==> src/kaleidoscope_inverse_map_core_defines.svh <==
// Assertion macros shared by the kaleidoscope inverse map RTL.
// No dependencies; included by the top level.
`ifndef KALEIDOSCOPE_INVERSE_MAP_CORE_DEFINES_SVH
`define KALEIDOSCOPE_INVERSE_MAP_CORE_DEFINES_SVH

// Same-cycle implication, disabled while reset is high.
`define KIM_ASSERT_NOW(label, ante, cons, msg) \
   label: assert property (@(posedge clock) disable iff (reset) (ante) |-> (cons)) \
      else $error(msg);

// Next-cycle implication, disabled while reset is high.
`define KIM_ASSERT_NEXT(label, ante, cons, msg) \
   label: assert property (@(posedge clock) disable iff (reset) (ante) |=> (cons)) \
      else $error(msg);

`endif

==> src/kim_pkg.sv <==
// Shared types and constants of the kaleidoscope inverse map.
// No dependencies; imported by every module of the block.
package kim_pkg;

   localparam int QW    = 33;
   localparam int DW    = 52;
   localparam int ZW    = 34;
   localparam int GUARD = 16;

   localparam logic [31:0] INV_GAIN = 32'h9B74EDA8;
   localparam logic [31:0] HALF_TURN = 32'h8000_0000;
   localparam logic [31:0] EIGHTH_TURN = 32'h2000_0000;

   localparam logic [2:0] REG_COEF_XX  = 3'd0;
   localparam logic [2:0] REG_COEF_XY  = 3'd1;
   localparam logic [2:0] REG_COEF_YX  = 3'd2;
   localparam logic [2:0] REG_COEF_YY  = 3'd3;
   localparam logic [2:0] REG_AFF_OFF  = 3'd4;
   localparam logic [2:0] REG_OUT_OFF  = 3'd5;
   localparam logic [2:0] REG_SECTORS  = 3'd6;

   localparam logic [31:0] ATAN_TURNS [0:31] = '{
      32'h20000000, 32'h12E4051E, 32'h09FB385B, 32'h051111D4, 32'h028B0D43,
      32'h0145D7E1, 32'h00A2F61E, 32'h00517C55, 32'h0028BE53, 32'h00145F2F,
      32'h000A2F98, 32'h000517CC, 32'h00028BE6, 32'h000145F3, 32'h0000A2FA,
      32'h0000517D, 32'h000028BE, 32'h0000145F, 32'h00000A30, 32'h00000518,
      32'h0000028C, 32'h00000146, 32'h000000A3, 32'h00000051, 32'h00000029,
      32'h00000014, 32'h0000000A, 32'h00000005, 32'h00000003, 32'h00000001,
      32'h00000001, 32'h00000000
   };

   typedef struct packed {
      logic valid;
      logic zero;
   } ctrl_type;

endpackage

==> src/kim_sector.sv <==
// Sector stages: sector width from the count, sector number by a bit-per-stage
// divider, then the back-rotation angle. Depends on kim_pkg.
module kim_sector import kim_pkg::*; #(
   parameter int MAX_SECTORS = 100
) (
   input  logic                 clock,
   input  logic                 reset,
   input  logic [6:0]           sector_count,
   input  ctrl_type             in_ctrl,
   input  logic [31:0]          angle,
   input  logic signed [DW-1:0] in_x,
   input  logic signed [DW-1:0] in_y,
   output ctrl_type             out_ctrl,
   output logic [31:0]          rot,
   output logic                 mirrored,
   output logic signed [DW-1:0] out_x,
   output logic signed [DW-1:0] out_y
);

   localparam int CW = $clog2(MAX_SECTORS + 1);
   localparam int SW = $clog2(2 * MAX_SECTORS + 1);
   localparam int LW = 32 + SW;
   localparam int RB = 4;
   localparam int RS = 32 / RB;

   // Sector width: free-running restoring division of 2^31 by the count.
   logic [8:0]    c_wide;
   logic [CW-1:0] c_eff;
   logic [CW-1:0] rc   [0:RS];
   logic [CW-1:0] rrem [0:RS];
   logic [31:0]   rq   [0:RS];
   logic [CW-1:0] rc0_ff;
   logic [31:0]   width;

   assign c_wide = {2'b00, sector_count};
   assign c_eff  = (c_wide == 9'd0) ? CW'(1) :
                   (c_wide > 9'(MAX_SECTORS)) ? CW'(MAX_SECTORS) : CW'(c_wide);

   always_ff @(posedge clock) begin
      rc0_ff <= c_eff;
   end

   assign rc[0]   = rc0_ff;
   assign rrem[0] = '0;
   assign rq[0]   = '0;

   for (genvar g = 0; g < RS; g++) begin : g_recip
      logic [CW:0]   rem_v;
      logic [31:0]   q_v;
      logic [CW-1:0] c_ff, rem_ff;
      logic [31:0]   q_ff;

      always_comb begin
         rem_v = {1'b0, rrem[g]};
         q_v   = rq[g];
         for (int b = 0; b < RB; b++) begin
            rem_v = {rem_v[CW-1:0], (g == 0 && b == 0) ? 1'b1 : 1'b0};
            if (rem_v >= {1'b0, rc[g]}) begin
               rem_v = rem_v - {1'b0, rc[g]};
               q_v[31 - RB * g - b] = 1'b1;
            end
         end
      end

      always_ff @(posedge clock) begin
         c_ff   <= rc[g];
         rem_ff <= rem_v[CW-1:0];
         q_ff   <= q_v;
      end

      assign rc[g+1]   = c_ff;
      assign rrem[g+1] = rem_ff;
      assign rq[g+1]   = q_ff;
   end

   assign width = rq[RS];

   // Sector number: one quotient bit per stage.
   ctrl_type             st_ctrl [0:SW];
   logic [31:0]          st_rem  [0:SW];
   logic [SW-1:0]        st_s    [0:SW];
   logic signed [DW-1:0] st_x    [0:SW];
   logic signed [DW-1:0] st_y    [0:SW];

   assign st_ctrl[0] = in_ctrl;
   assign st_rem[0]  = angle;
   assign st_s[0]    = '0;
   assign st_x[0]    = in_x;
   assign st_y[0]    = in_y;

   for (genvar k = 0; k < SW; k++) begin : g_div
      localparam int B = SW - 1 - k;
      logic [LW-1:0]        wsh, remx;
      logic                 take;
      ctrl_type             ctrl_ff;
      logic [31:0]          rem_ff;
      logic [SW-1:0]        s_ff, s_v;
      logic signed [DW-1:0] x_ff, y_ff;

      assign wsh  = LW'(width) << B;
      assign remx = LW'(st_rem[k]);
      assign take = (remx >= wsh);

      always_comb begin
         s_v    = st_s[k];
         s_v[B] = take;
      end

      always_ff @(posedge clock) begin
         if (reset) begin
            ctrl_ff <= '0;
         end else begin
            ctrl_ff <= st_ctrl[k];
         end
      end

      always_ff @(posedge clock) begin
         rem_ff <= take ? 32'(remx - wsh) : st_rem[k];
         s_ff   <= s_v;
         x_ff   <= st_x[k];
         y_ff   <= st_y[k];
      end

      assign st_ctrl[k+1] = ctrl_ff;
      assign st_rem[k+1]  = rem_ff;
      assign st_s[k+1]    = s_ff;
      assign st_x[k+1]    = x_ff;
      assign st_y[k+1]    = y_ff;
   end

   // Product of sector number and width, then the rotation angle.
   logic [SW+31:0]       prod;
   ctrl_type             m_ctrl_ff, o_ctrl_ff;
   logic [31:0]          m_p_ff, o_rot_ff;
   logic                 m_odd_ff, o_odd_ff;
   logic signed [DW-1:0] m_x_ff, m_y_ff, o_x_ff, o_y_ff;

   assign prod = (SW + 32)'(st_s[SW]) * (SW + 32)'(width);

   always_ff @(posedge clock) begin
      if (reset) begin
         m_ctrl_ff <= '0;
         o_ctrl_ff <= '0;
      end else begin
         m_ctrl_ff <= st_ctrl[SW];
         o_ctrl_ff <= m_ctrl_ff;
      end
   end

   always_ff @(posedge clock) begin
      m_p_ff   <= prod[31:0];
      m_odd_ff <= st_s[SW][0];
      m_x_ff   <= st_x[SW];
      m_y_ff   <= st_y[SW];
      o_rot_ff <= m_odd_ff ? (m_p_ff + width) : (32'd0 - m_p_ff);
      o_odd_ff <= m_odd_ff;
      o_x_ff   <= m_x_ff;
      o_y_ff   <= m_odd_ff ? -m_y_ff : m_y_ff;
   end

   assign out_ctrl = o_ctrl_ff;
   assign rot      = o_rot_ff;
   assign mirrored = o_odd_ff;
   assign out_x    = o_x_ff;
   assign out_y    = o_y_ff;

endmodule

==> config.mk <==
export PLATFORM = sky130hd
export DESIGN_NAME = kim_sector
export DESIGN_NICKNAME = d
export VERILOG_FILES = /design/src/kaleidoscope_inverse_map_core_defines.svh /design/src/kim_pkg.sv /design/src/kim_sector.sv
export SDC_FILE = /design/constraint.sdc
export NUM_CORES = 2
export LEC_CHECK = 0
export CAP_MARGIN = 20
export CORE_ASPECT_RATIO = 1.5
export CORE_MARGIN = 5
export CORE_UTILIZATION = 55
export CTS_BUF_LIST = sky130_fd_sc_hd__clkbuf_8
export DETAILED_ROUTE_END_ITERATION = 10
export DONT_BUFFER_PORTS = 1
export PLACE_DENSITY = 0.74
export SYNTH_ARGS = -nofsm -noshare
export SYNTH_HDL_FRONTEND = slang
export SYNTH_SLANG_ARGS = --single-unit
==> constraint.sdc <==
create_clock -name clock -period 15.82 [get_ports clock]
set_input_delay 1.582 -clock clock [delete_from_list [all_inputs] [get_ports clock]]
set_output_delay 1.582 -clock clock [all_outputs]
set_load 0.01 [all_outputs]
==> summary by stage <==
Critical path
The most repeated library cell on the critical path is a21o_1. The arrival time at the worst endpoint is a little over 9 ns. The reg-to-reg startpoint is g_recip[2].c_ff[0]. The beginning of the critical path is g_recip[2].c_ff[0]. By startpoint and endpoint, the worst setup path is classified as reg2reg.

The worst register-to-register path has a depth of 30. The internal reg-to-reg setup slack is 7.37 ns. The capture point of the worst reg-to-reg path is g_recip[3].rem_ff[2]. At the worst endpoint, the required time is 16.60 ns. The peak fanout along the critical path is 13. For this run, the slowest stage of the critical path takes 0.63 ns.

The most critical setup path has its endpoint at g_recip[3].rem_ff[2]. The highest-delay cell along the critical path is dfxtp_1. The startpoint type of the worst setup path is a register.

The worst setup path is captured at a register.

Synthesis
The biggest area contributor in the post-synthesis netlist is dfxtp_1. The most used flip-flop cell after synthesis is dfxtp_1. The area of the mapped netlist is 0.0645 mm2.

After synthesis, the netlist uses 85 different library cells. The mean post-synth cell area is 10.8 um2. Synthesis inferred 1,635 register bits. After technology mapping, the gate count stands at around 6,000.

For this run, the register share of the synthesized area comes to 0.508. Yosys mapped a number of flops with a built-in enable equal to 0. For this run, the number of Yosys warnings is 0.

The share of synthesized area in the top cell type comes to 0.508. Sorting the synthesized cells by area gives the leading types as dfxtp_1, ha_1, fa_1. The post-synthesis async set-or-reset flop share is 0.

Global routing
The first global-routing pass estimated between 200,000 and 250,000 um of wire. The initial antenna violation count is 14. After global routing the overflow that remains totals 0. The maximum number of pins on one net before global-route repair is between 80 and 90. In the global route stage, overall resource usage came out at 0.214.

The via count of the first global-routing pass is ~43,000.

Timing
In the finished design, the share of the clock period the worst path needs comes to 0.534. Across the routed clock network, the largest skew measured is 0.0617 ns. The highest clock frequency the design can meet is approximately 0.12 GHz. Setup repair after global routing left no endpoint under its margin. The final number of hold-violating endpoints came to 0. The actual transition at the worst max-transition pin is 1.07 ns. Setup violations remaining at the end of the flow were counted as 0. The number of max-slew violations in the final report is 0. The final critical-path required period is 8.45 ns. The worst relative slew slack is 0.288.

After routing, the total negative slack on setup checks comes to 0 ns.

Die
The initial utilization of the core area, before any placement, comes to 0.555. The standard cell core area is 0.116 mm2. The die covers 0.124 mm2.

The row count is 153. Measured along the x axis, the die boundary spans between 200 and 300 um. From bottom edge to top edge, the die measures about 430 um. The number of placed I/O pins is roughly 290.

Status
The run finished with clean final reports.

Placement
The estimated wirelength of the detail-placed design is ~100,000 um. The placer congestion estimate is 0.895. During placement, the flow inserted port buffers numbering 0.

Layout
Compared with the post-synthesis result, the final layout area differs by 10.9%. For this run, the post-layout net count is 6,900. The filler cells instantiated in the layout total 9,192. Of the cells placed in the final design, the portion with a size suffix greater than 1 is 0.102.

Clock network
The count of hold buffers inserted by post-cts repair is 0. The clock transition time at the flip-flop clock pins of the worst setup and hold paths is around 0.07 ns. The clock sink count is roughly 1,600. The root buffer cell chosen for the clock tree is clkbuf_8.

The number of buffers created by CTS is 219. In this run the post-CTS setup repair buffer count came out at 0. For the worst-skew pair, the clock arrives at the later sink with an insertion delay of around 0.93 ns. The TritonCTS clock tree is built. The H-tree was split into 4 levels. The clock passes through at most 3 buffers.

The quantity of gates resized following cts is 0.

Routing
Dividing the detail-routed wire length by the instance count gives 17.1 um. The mean number of vias per cell is 5.34. Summing over every cut layer, the via total after detailed routing is 41,821. The post-route DRC violation count is 0.

The pre-antenna-repair detailed-routing pass consisted of 5 iterations. The first-iteration detailed-routing DRC count is 1,664. The count of nets left with antenna violations after detail routing is 0. The wire length reported by the detailed router is 134,000 um.

Min path
The kind of path behind the tightest hold check is reg2reg. The worst hold path passes through 0 cells.

Flow run
The max-capacitance violation count is 0.
flip-flops by register name (all words and copies together) (netlist names), 7 cells and up:
signal          cells
rot                32
m_x_ff             52
m_y_ff             52
g_recip.c_ff       49
g_div.ctrl_ff      16
m_p_ff             32
g_div.y_ff        416
out_x              52
g_div.s_ff         36
g_recip.rem_ff     49
g_div.x_ff        416
rc0_ff              7
g_div.rem_ff      224
g_recip.q_ff      144
out_y              52
worst min-delay path by stage:
stage / from / end / slack (ns)
5_1_grt: g_div[1].y_ff[49] / g_div[2].y_ff[49] / 0.29
6_report: g_div[5].y_ff[8] / g_div[6].y_ff[8] / 0.29
3_3_place_gp: g_div[2].x_ff[15] / g_div[3].x_ff[15] / 0.31
2_1_floorplan: g_div[0].s_ff[7] / g_div[1].s_ff[7] / 0.31
4_1_cts: g_div[5].y_ff[8] / g_div[6].y_ff[8] / 0.29
3_5_place_dp: g_div[1].y_ff[39] / g_div[2].y_ff[39] / 0.31
worst max-delay path: cells and delay by family, from the launching register on:
kind / cells / cell delay (ns)
compound gates: 18 / 4.42
fa+ha+maj: 4 / 1.31
simple gates: 5 / 1.09
mux: 3 / 0.90
flops: 1 / 0.63
layout by cell type, fill, tap and decap left out, types with 17 or more instances in the layout:
cell and n:
nand2_1 399, clkinv_2 37, or2_2 20, nor4_1 24
a31oi_1 28, clkbuf_8 285, nand4_1 43, nor3_1 92
a211oi_1 32, inv_1 411, o31ai_1 45, a21oi_1 319
o21ai_0 287, nand3_1 64, o211ai_1 22, buf_4 22
or3_1 37, ha_1 494, nor2_1 285, o21a_1 103
dfxtp_1 1634, bufinv_16 17, fa_1 171, a21boi_0 17
and2_1 131, and3_1 21, a21o_1 196, xor2_1 137
nor2b_1 84, nand2b_1 49, xnor2_1 260, o21bai_1 51
mux2i_1 27, mux2_2 193
metrics by stage:
step / std cells / setup WS [ns] / area (um2) / hold WS [ns] / util
3_5_place_dp: 7415 / 7.40 / 66200 / 0.312 / 0.570
4_1_cts: 7823 / 7.37 / 71400 / 0.287 / 0.615
6_report: 7831 / 7.37 / 71500 / 0.286 / 0.615
2_1_floorplan: 5960 / 8.07 / 64500 / 0.310 / -
3_3_place_gp: 7413 / 7.55 / 66200 / 0.310 / 0.570
5_1_grt: 7829 / 6.65 / 71500 / 0.287 / 0.615
synthesized netlist by cell type (all sizes together), types with 7 or more instances:
library cell	n
or2	21
and3	21
mux2i	27
inv	370
a211o	7
a31o	12
xnor2	260
ha	494
nand2	399
nand3	64
xor2	137
a211oi	32
clkbuf	112
and2	132
o21ai	290
o21bai	51
a21boi	17
nor3	92
nor3b	16
a21o	196
o31ai	47
fa	171
a41oi	7
o21a	103
a21oi	320
buf	7
o31a	16
or3	38
mux2	193
nor2b	84
nor4	25
o41ai	8
nand4	43
o211ai	22
nor2	286
o22ai	7
dfxtp	1635
or4	14
nand2b	49
a31oi	28
a2111oi	8
and4	8
cell families after synthesis:
family | Yosys count | share of synthesized area
other cells | 1 | 0.0000582
flops | 1635 | 0.508
xor+xnor | 397 | 0.0539
buf+inv | 493 | 0.0287
fa+ha+maj | 665 | 0.149
compound gates | 1228 | 0.122
simple gates | 1320 | 0.101
mux | 220 | 0.0379
per-layer routing:
| layer | up-vias | wire length (um) | GRT usage |
|---|---|---|---|
| met5 | - | 23 | 0 |
| li1 | 20731 | - | - |
| met3 | 339 | 5850 | 0.0429 |
| met4 | 4 | 5820 | 0.0991 |
| met2 | 911 | 71600 | 0.406 |
| met1 | 19836 | 50800 | 0.223 |
final cells by class:
class,count,area (um2),share of cell area
sequential,1635,32700,0.458
multi-input combinational,3832,29900,0.419
clock buffer,285,3920,0.0549
tap,1550,1940,0.0271
inverter,374,1400,0.0196
clock inverter,123,1270,0.0177
timing repair buffer,26,275,0.00385
antenna,6,15.0,0.000210
Power is left out: the tool's default activity adds up to more than one toggle a clock period on the data nets, which glitch-free logic cannot reach.
