**src/kaleidoscope_inverse_map_core_defines.svh**
```systemverilog
// Assertion macros shared by the kaleidoscope inverse map RTL.
// No dependencies; included by the top level.
`ifndef KALEIDOSCOPE_INVERSE_MAP_CORE_DEFINES_SVH
`define KALEIDOSCOPE_INVERSE_MAP_CORE_DEFINES_SVH

// Same-cycle implication, disabled while reset is high.
`define KIM_ASSERT_NOW(label, ante, cons, msg) \
   label: assert property (@(posedge clock) disable iff (reset) (ante) |-> (cons)) \
      else $error(msg);

// Next-cycle implication, disabled while reset is high.
`define KIM_ASSERT_NEXT(label, ante, cons, msg) \
   label: assert property (@(posedge clock) disable iff (reset) (ante) |=> (cons)) \
      else $error(msg);

`endif

```
**src/kim_pkg.sv**
```systemverilog
// Shared types and constants of the kaleidoscope inverse map.
// No dependencies; imported by every module of the block.
package kim_pkg;

   localparam int QW    = 33;
   localparam int DW    = 52;
   localparam int ZW    = 34;
   localparam int GUARD = 16;

   localparam logic [31:0] INV_GAIN = 32'h9B74EDA8;
   localparam logic [31:0] HALF_TURN = 32'h8000_0000;
   localparam logic [31:0] EIGHTH_TURN = 32'h2000_0000;

   localparam logic [2:0] REG_COEF_XX  = 3'd0;
   localparam logic [2:0] REG_COEF_XY  = 3'd1;
   localparam logic [2:0] REG_COEF_YX  = 3'd2;
   localparam logic [2:0] REG_COEF_YY  = 3'd3;
   localparam logic [2:0] REG_AFF_OFF  = 3'd4;
   localparam logic [2:0] REG_OUT_OFF  = 3'd5;
   localparam logic [2:0] REG_SECTORS  = 3'd6;

   localparam logic [31:0] ATAN_TURNS [0:31] = '{
      32'h20000000, 32'h12E4051E, 32'h09FB385B, 32'h051111D4, 32'h028B0D43,
      32'h0145D7E1, 32'h00A2F61E, 32'h00517C55, 32'h0028BE53, 32'h00145F2F,
      32'h000A2F98, 32'h000517CC, 32'h00028BE6, 32'h000145F3, 32'h0000A2FA,
      32'h0000517D, 32'h000028BE, 32'h0000145F, 32'h00000A30, 32'h00000518,
      32'h0000028C, 32'h00000146, 32'h000000A3, 32'h00000051, 32'h00000029,
      32'h00000014, 32'h0000000A, 32'h00000005, 32'h00000003, 32'h00000001,
      32'h00000001, 32'h00000000
   };

   typedef struct packed {
      logic valid;
      logic zero;
   } ctrl_type;

endpackage

```
**src/kim_scale.sv**
```systemverilog
// Gain removal, guard-bit rounding, output offset and saturation, in four stages.
// Depends on kim_pkg.
module kim_scale import kim_pkg::*; (
   input  logic                 clock,
   input  logic                 reset,
   input  ctrl_type             in_ctrl,
   input  logic                 in_mirrored,
   input  logic signed [DW-1:0] in_x,
   input  logic signed [DW-1:0] in_y,
   input  logic [63:0]          output_offset,
   output ctrl_type             out_ctrl,
   output logic signed [31:0]   source_x,
   output logic signed [31:0]   source_y,
   output logic                 mirrored
);

   localparam int HW = DW - 32;
   localparam int RW = DW + 1;
   localparam int TW = RW + 1 - GUARD;

   // Stage 1: sign and magnitude.
   ctrl_type    c1_ff, c2_ff, c3_ff, c4_ff;
   logic        m1_ff, m2_ff, m3_ff, m4_ff;
   logic        nx1_ff, ny1_ff, nx2_ff, ny2_ff;
   logic [DW-1:0] ux1_ff, uy1_ff;

   always_ff @(posedge clock) begin
      if (reset) begin
         c1_ff <= '0;
         c2_ff <= '0;
         c3_ff <= '0;
         c4_ff <= '0;
      end else begin
         c1_ff <= in_ctrl;
         c2_ff <= c1_ff;
         c3_ff <= c2_ff;
         c4_ff <= c3_ff;
      end
   end

   always_ff @(posedge clock) begin
      m1_ff  <= in_mirrored;
      nx1_ff <= in_x[DW-1];
      ny1_ff <= in_y[DW-1];
      ux1_ff <= in_x[DW-1] ? DW'(-in_x) : DW'(in_x);
      uy1_ff <= in_y[DW-1] ? DW'(-in_y) : DW'(in_y);
   end

   // Stage 2: split products with the inverse gain.
   logic [HW+31:0] hx2_ff, hy2_ff;
   logic [63:0]    lx2_ff, ly2_ff;

   always_ff @(posedge clock) begin
      m2_ff  <= m1_ff;
      nx2_ff <= nx1_ff;
      ny2_ff <= ny1_ff;
      hx2_ff <= (HW + 32)'(ux1_ff[DW-1:32]) * (HW + 32)'(INV_GAIN);
      hy2_ff <= (HW + 32)'(uy1_ff[DW-1:32]) * (HW + 32)'(INV_GAIN);
      lx2_ff <= 64'(ux1_ff[31:0]) * 64'(INV_GAIN);
      ly2_ff <= 64'(uy1_ff[31:0]) * 64'(INV_GAIN);
   end

   // Stage 3: combine, round half away from zero, restore sign.
   logic [64:0]          lx_r, ly_r;
   logic [RW-1:0]        rx, ry;
   logic signed [RW:0]   vx3_ff, vy3_ff;

   assign lx_r = 65'(lx2_ff) + 65'h0_8000_0000;
   assign ly_r = 65'(ly2_ff) + 65'h0_8000_0000;
   assign rx   = RW'(hx2_ff) + RW'(lx_r[64:32]);
   assign ry   = RW'(hy2_ff) + RW'(ly_r[64:32]);

   always_ff @(posedge clock) begin
      m3_ff  <= m2_ff;
      vx3_ff <= nx2_ff ? -$signed({1'b0, rx}) : $signed({1'b0, rx});
      vy3_ff <= ny2_ff ? -$signed({1'b0, ry}) : $signed({1'b0, ry});
   end

   // Stage 4: drop guard bits, add offset, saturate.
   logic signed [RW:0]   hx, hy;
   logic signed [TW:0]   sx, sy;
   logic signed [31:0]   ox, oy, fx, fy, sx_sat, sy_sat;
   logic signed [31:0]   x4_ff, y4_ff;

   assign ox = $signed(output_offset[31:0]);
   assign oy = $signed(output_offset[63:32]);
   assign hx = vx3_ff + (RW + 1)'(1 << (GUARD - 1));
   assign hy = vy3_ff + (RW + 1)'(1 << (GUARD - 1));
   assign sx = (TW + 1)'($signed(hx[RW:GUARD])) + (TW + 1)'(ox);
   assign sy = (TW + 1)'($signed(hy[RW:GUARD])) + (TW + 1)'(oy);

   assign sx_sat = (sx > (TW + 1)'(32'sh7FFF_FFFF)) ? 32'sh7FFF_FFFF :
                   (sx < -(TW + 1)'(64'sh8000_0000)) ? 32'sh8000_0000 : 32'(sx);
   assign sy_sat = (sy > (TW + 1)'(32'sh7FFF_FFFF)) ? 32'sh7FFF_FFFF :
                   (sy < -(TW + 1)'(64'sh8000_0000)) ? 32'sh8000_0000 : 32'(sy);
   assign fx = c3_ff.zero ? ox : sx_sat;
   assign fy = c3_ff.zero ? oy : sy_sat;

   always_ff @(posedge clock) begin
      m4_ff <= m3_ff && !c3_ff.zero;
      x4_ff <= fx;
      y4_ff <= fy;
   end

   assign out_ctrl = c4_ff;
   assign source_x = x4_ff;
   assign source_y = y4_ff;
   assign mirrored = m4_ff;

endmodule

```
**config.mk**
```make
export PLATFORM = sky130hd
export DESIGN_NAME = kim_scale
export DESIGN_NICKNAME = d
export VERILOG_FILES = /design/src/kaleidoscope_inverse_map_core_defines.svh /design/src/kim_pkg.sv /design/src/kim_scale.sv
export SDC_FILE = /design/constraint.sdc
export NUM_CORES = 2
export LEC_CHECK = 0
export BUFFER_PORTS_ARGS = -buffer_cell sky130_fd_sc_hd__buf_2
export CAP_MARGIN = 20
export CORE_UTILIZATION = 50
export DETAILED_ROUTE_END_ITERATION = 8
export HOLD_SLACK_MARGIN = 0.1
export PLACE_DENSITY = 0.66
export SYNTH_ARGS = -nofsm -noshare
export SYNTH_HDL_FRONTEND = slang
export SYNTH_SLANG_ARGS = --single-unit
```
**constraint.sdc**
```tcl
create_clock -name clock -period 16.6 [get_ports clock]
set_clock_uncertainty 0.1 [all_clocks]
set_input_delay 3.32 -clock clock [delete_from_list [all_inputs] [get_ports clock]]
set_output_delay 3.32 -clock clock [all_outputs]
set_load 0.02 [all_outputs]
```
==> results.md <==
- The number of buffers on the longest clock path is 3.
- TritonCTS built the clock tree.
- The placed wire-length estimate after detailed placement is around 180000 um.
- The cell repeated most along the worst path is sky130_fd_sc_hd__fa_1.
- The kind of launch point of the worst setup path is a flip-flop.
- The initial antenna violation count was 8.
- The first global-routing pass estimated 319000 um of wire.
- Summed over all nets, wire length on met2 after detailed routing comes to roughly 97000 um.
- The total detailed-routing wirelength is between 200000 and 250000 um.
- The fraction of synthesized cell area taken by the top area cell type is 0.353.
- For this configuration, the core starts out at a cell density of 0.506.
- The proportion of layout cells with a drive suffix above 1 is 0.0470.
- The async set or reset register ratio after synthesis is 0.
- The Yosys step of the flow raised 0 warnings.
- The final critical delay including setup and external delays is about 9200 ps.
- Excluding fillers, the count of instances in the completed layout stands at between 10000 and 15000.
- Across the run, the number of max-cap violations was 0.
- The launch point of the worst reg-to-reg path is ux1_ff[6].
- The register clock-pin slew on the reported worst setup and hold paths is about 60 ps.
- The number of placed instances, taps included, is 10500.
- The final layout net count is roughly 11000.
- The TritonCTS sink count is 426.
- The last weighted congestion value of the routability-driven placer is 0.968.
- The count of hold buffers inserted by post-cts repair is 0.
- In the routed design, unresolved DRC markers number 0.
- TritonCTS created between 50 and 60 clock buffers.
- The max-slew violation count is 0.
- Setup slack on the critical path of the routed design comes to 7370 ps.
- The mux cell area share after synthesis is 0.000803.
- The via count of the first global-routing pass came to around 58000.
- The fraction of the mapped netlist area in compound gates was 0.0890.
- In this run the worst hold path is classified as flip-flop to flip-flop.
- The post-synthesis simple-gate area fraction is 0.0788.
- Row generation in the floorplan step produced approximately 150 rows.
- The highest layer used for signal routing is met5.
- The flow ran to the end, and the final reports show no timing, DRC or antenna violations.
- Across all register-to-register paths, the minimum setup slack is ~7400 ps.
- The count of flip-flops with a built-in enable after synthesis is 0.
- The total global routing track utilization is 0.253.
- The critical path starts at ux1_ff[6].
- Setup repair after global routing left no endpoint under its margin.
- The startpoint identified for the worst hold timing path is nx1_ff.
- The vertical die dimension is between 400 and 500 um.
- The H-tree was split into 2 levels.
- After synthesis, the largest family of logic cells by area is adder cells.
- The remaining antenna violation count after routing is 0.
- The worst-case headroom to the max-slew limit is 0.312.
- The total setup violations reported at the end of the flow is 0.
- The most used flip-flop cell after synthesis is sky130_fd_sc_hd__dfxtp_1.
- After synthesis the netlist holds a flip-flop and latch count of between 400 and 500.
- The hold path endpoint is nx2_ff.
- Of the total synthesized cell area, the portion taken by XOR and XNOR cells is 0.0640.
- The top cell types in the final layout, fill and taps aside, are sky130_fd_sc_hd__inv_1, sky130_fd_sc_hd__fa_1, sky130_fd_sc_hd__ha_1, sky130_fd_sc_hd__xnor2_1, sky130_fd_sc_hd__dfxtp_1.
- The number of hold violations in the final report is 0.
- At the placement stage, the worst setup path has a slack of approximately 7500 ps.
- Static timing analysis puts the maximum clock frequency at roughly 110 MHz.
- The slowest stage of the critical path belongs to the cell sky130_fd_sc_hd__o311ai_0.
- The area growth from synthesis to layout is 6.81%.
- For this block, wires on met1 add up to about 90000 um.
- The leftover overflow at the end of global routing is 0.
- For the worst-skew pair, the clock arrives at the later sink with an insertion delay of 680 ps.
- The hold-critical path depth is 0.
- The maximum number of pins on one net before global-route repair is between 50 and 60.
- In the final timing run, aggregate negative setup slack is 0 ps.
- The die covers about 160000 um^2.
- Summed over all instances, the cell type with the most area after synthesis is sky130_fd_sc_hd__fa_1.
- The commonest non-fill, non-tap cell in the layout is sky130_fd_sc_hd__inv_1.
- In this run the critical register-to-register path is captured at lx2_ff[63].
- In the finished design, the share of the clock period the worst path needs comes to 0.556.
- The average wire length per cell after detail routing is about 19 um.
- The mapped netlist covers 79500 um^2.
- Yosys attributes the largest share of cell area to sky130_fd_sc_hd__fa_1, sky130_fd_sc_hd__ha_1, sky130_fd_sc_hd__dfxtp_1.
- The pin slew with the least headroom to its limit is approximately 1000 ps.
- The clock root buffer master is sky130_fd_sc_hd__clkbuf_16.
- The number of buffers added for setup after CTS is 0.
- The number of top-level pins is between 200 and 250.
- In the routed layout, each cell is associated on average with a via count of 5.28.
- The iteration count of the initial detailed-routing pass is 6.
- Counting cells, the worst reg-to-reg path comes to 29.
- The core area is 157000 um^2.
- The DRC marker count from the first detailed-route iteration is between 3000 and 4000.
- The number of library cell types mapped by synthesis is just under 90.
- After detailed routing, the met3 layer carries approximately 9900 um of wire.
- Of the synthesized area, sequential elements account for 0.107.
- In this run the worst path has a maximum fanout of 8.
- The arithmetic-cell share of the synthesized area counting full adders, half adders and majority gates is 0.553.
- For this block, the via count after detailed routing is 55900.
- The number of gates resized after cts is 0.
- The worst setup path is captured at a flip-flop.
- The number of nets in the synthesized netlist is ~11000.
- After synthesis, the mean cell area works out to 9.63 um^2.
- The type of the worst setup path is flip-flop to flip-flop.
- During placement, the flow inserted port buffers numbering 239.
- The required time of the critical path is between 15000 and 20000 ps.
- On the worst path, the slowest cell contributes a delay of between 600 and 700 ps.
- Data arrives at the worst endpoint at around 9700 ps.
- Counting the fill cells in the layout gives about 14000.
- Synthesis produced a netlist whose cell count is 8255.
- The width of the die is between 400 and 500 um.
-- Yosys cell counts, types with 54 or more instances --
| library cell | number |
|---|---|
| sky130_fd_sc_hd__dfxtp_1 | 426 |
| sky130_fd_sc_hd__nand2_1 | 314 |
| sky130_fd_sc_hd__nor3_1 | 69 |
| sky130_fd_sc_hd__nand4_1 | 66 |
| sky130_fd_sc_hd__a21o_1 | 140 |
| sky130_fd_sc_hd__xnor2_1 | 429 |
| sky130_fd_sc_hd__o21a_1 | 56 |
| sky130_fd_sc_hd__nor2b_1 | 64 |
| sky130_fd_sc_hd__a21oi_1 | 247 |
| sky130_fd_sc_hd__ha_1 | 1267 |
| sky130_fd_sc_hd__o31ai_1 | 54 |
| sky130_fd_sc_hd__and3_1 | 80 |
| sky130_fd_sc_hd__clkbuf_1 | 74 |
| sky130_fd_sc_hd__o21ai_0 | 224 |
| sky130_fd_sc_hd__nand3_1 | 145 |
| sky130_fd_sc_hd__xor2_1 | 152 |
| sky130_fd_sc_hd__nor2_1 | 261 |
| sky130_fd_sc_hd__inv_1 | 2185 |
| sky130_fd_sc_hd__fa_1 | 1402 |
-- final cells by class --
cell class	instances	area (um^2)	area share
clock inverter	25	315	0.00371
tap	2058	2570	0.0303
clock buffer	73	1490	0.0176
multi-input combinational	5558	62400	0.735
inverter	2185	8200	0.0966
timing repair buffer	259	1340	0.0158
sequential	426	8530	0.101
antenna	4	10.0	0.000118
-- through the flow --
stage          cell area (um^2)   util  hold slack [ps]
2_1_floorplan             79500      -              210
3_3_place_gp              83100  0.529              210
3_5_place_dp              83100  0.529              215
4_1_cts                   84900  0.541              228
5_1_grt                   84900  0.541              233
6_report                  84900  0.541              226
-- critical path: cells and delay by family, from the launching register on --
family,cells,cell delay (ps)
fa+ha+maj,9,4310
compound gates,12,3440
buf+inv,6,460
flops,1,580
simple gates,1,100
xor+xnor,1,90
-- logic make-up (layout without fill, tap and decap cells) --
group                    Yosys count  count (layout)
AO/OA/AOI/OAI                   1070            1070
XOR/XNOR                         581             581
adder cells (fa/ha/maj)         2669            2669
buffers and inverters           2271            2542
flip-flops                       426             426
multiplexers                       6               6
other                              0               4
AND/OR/NAND/NOR                 1232            1232
-- worst max-delay path by stage --
| stage | slack, ps | to |
|---|---|---|
| 2_1_floorplan | 8710 | ly2_ff[59] |
| 3_3_place_gp | 7550 | lx2_ff[63] |
| 3_5_place_dp | 7490 | lx2_ff[63] |
| 4_1_cts | 7370 | lx2_ff[63] |
| 5_1_grt | 6730 | lx2_ff[63] |
| 6_report | 7370 | lx2_ff[63] |
-- sequential cells by signal, summed over array words and instances, names as in the netlist --
name,count
ux1_ff,52
uy1_ff,52
hx2_ff,49
hy2_ff,49
vx3_ff,39
vy3_ff,39
lx2_ff,33
ly2_ff,33
source_x,32
source_y,32
c1_ff,2
c2_ff,2
c3_ff,2
out_ctrl,2
m1_ff,1
m2_ff,1
m3_ff,1
mirrored,1
nx1_ff,1
nx2_ff,1
ny1_ff,1
ny2_ff,1
-- layer usage --
layer	track usage	vias up
met5	0	-
met4	0.0561	8
met3	0.0312	236
met2	0.425	1196
met1	0.347	27800
li1	-	26700
Power is not shown: default switching activity piles up to over one toggle a cycle in this logic, so the estimate is an artifact.
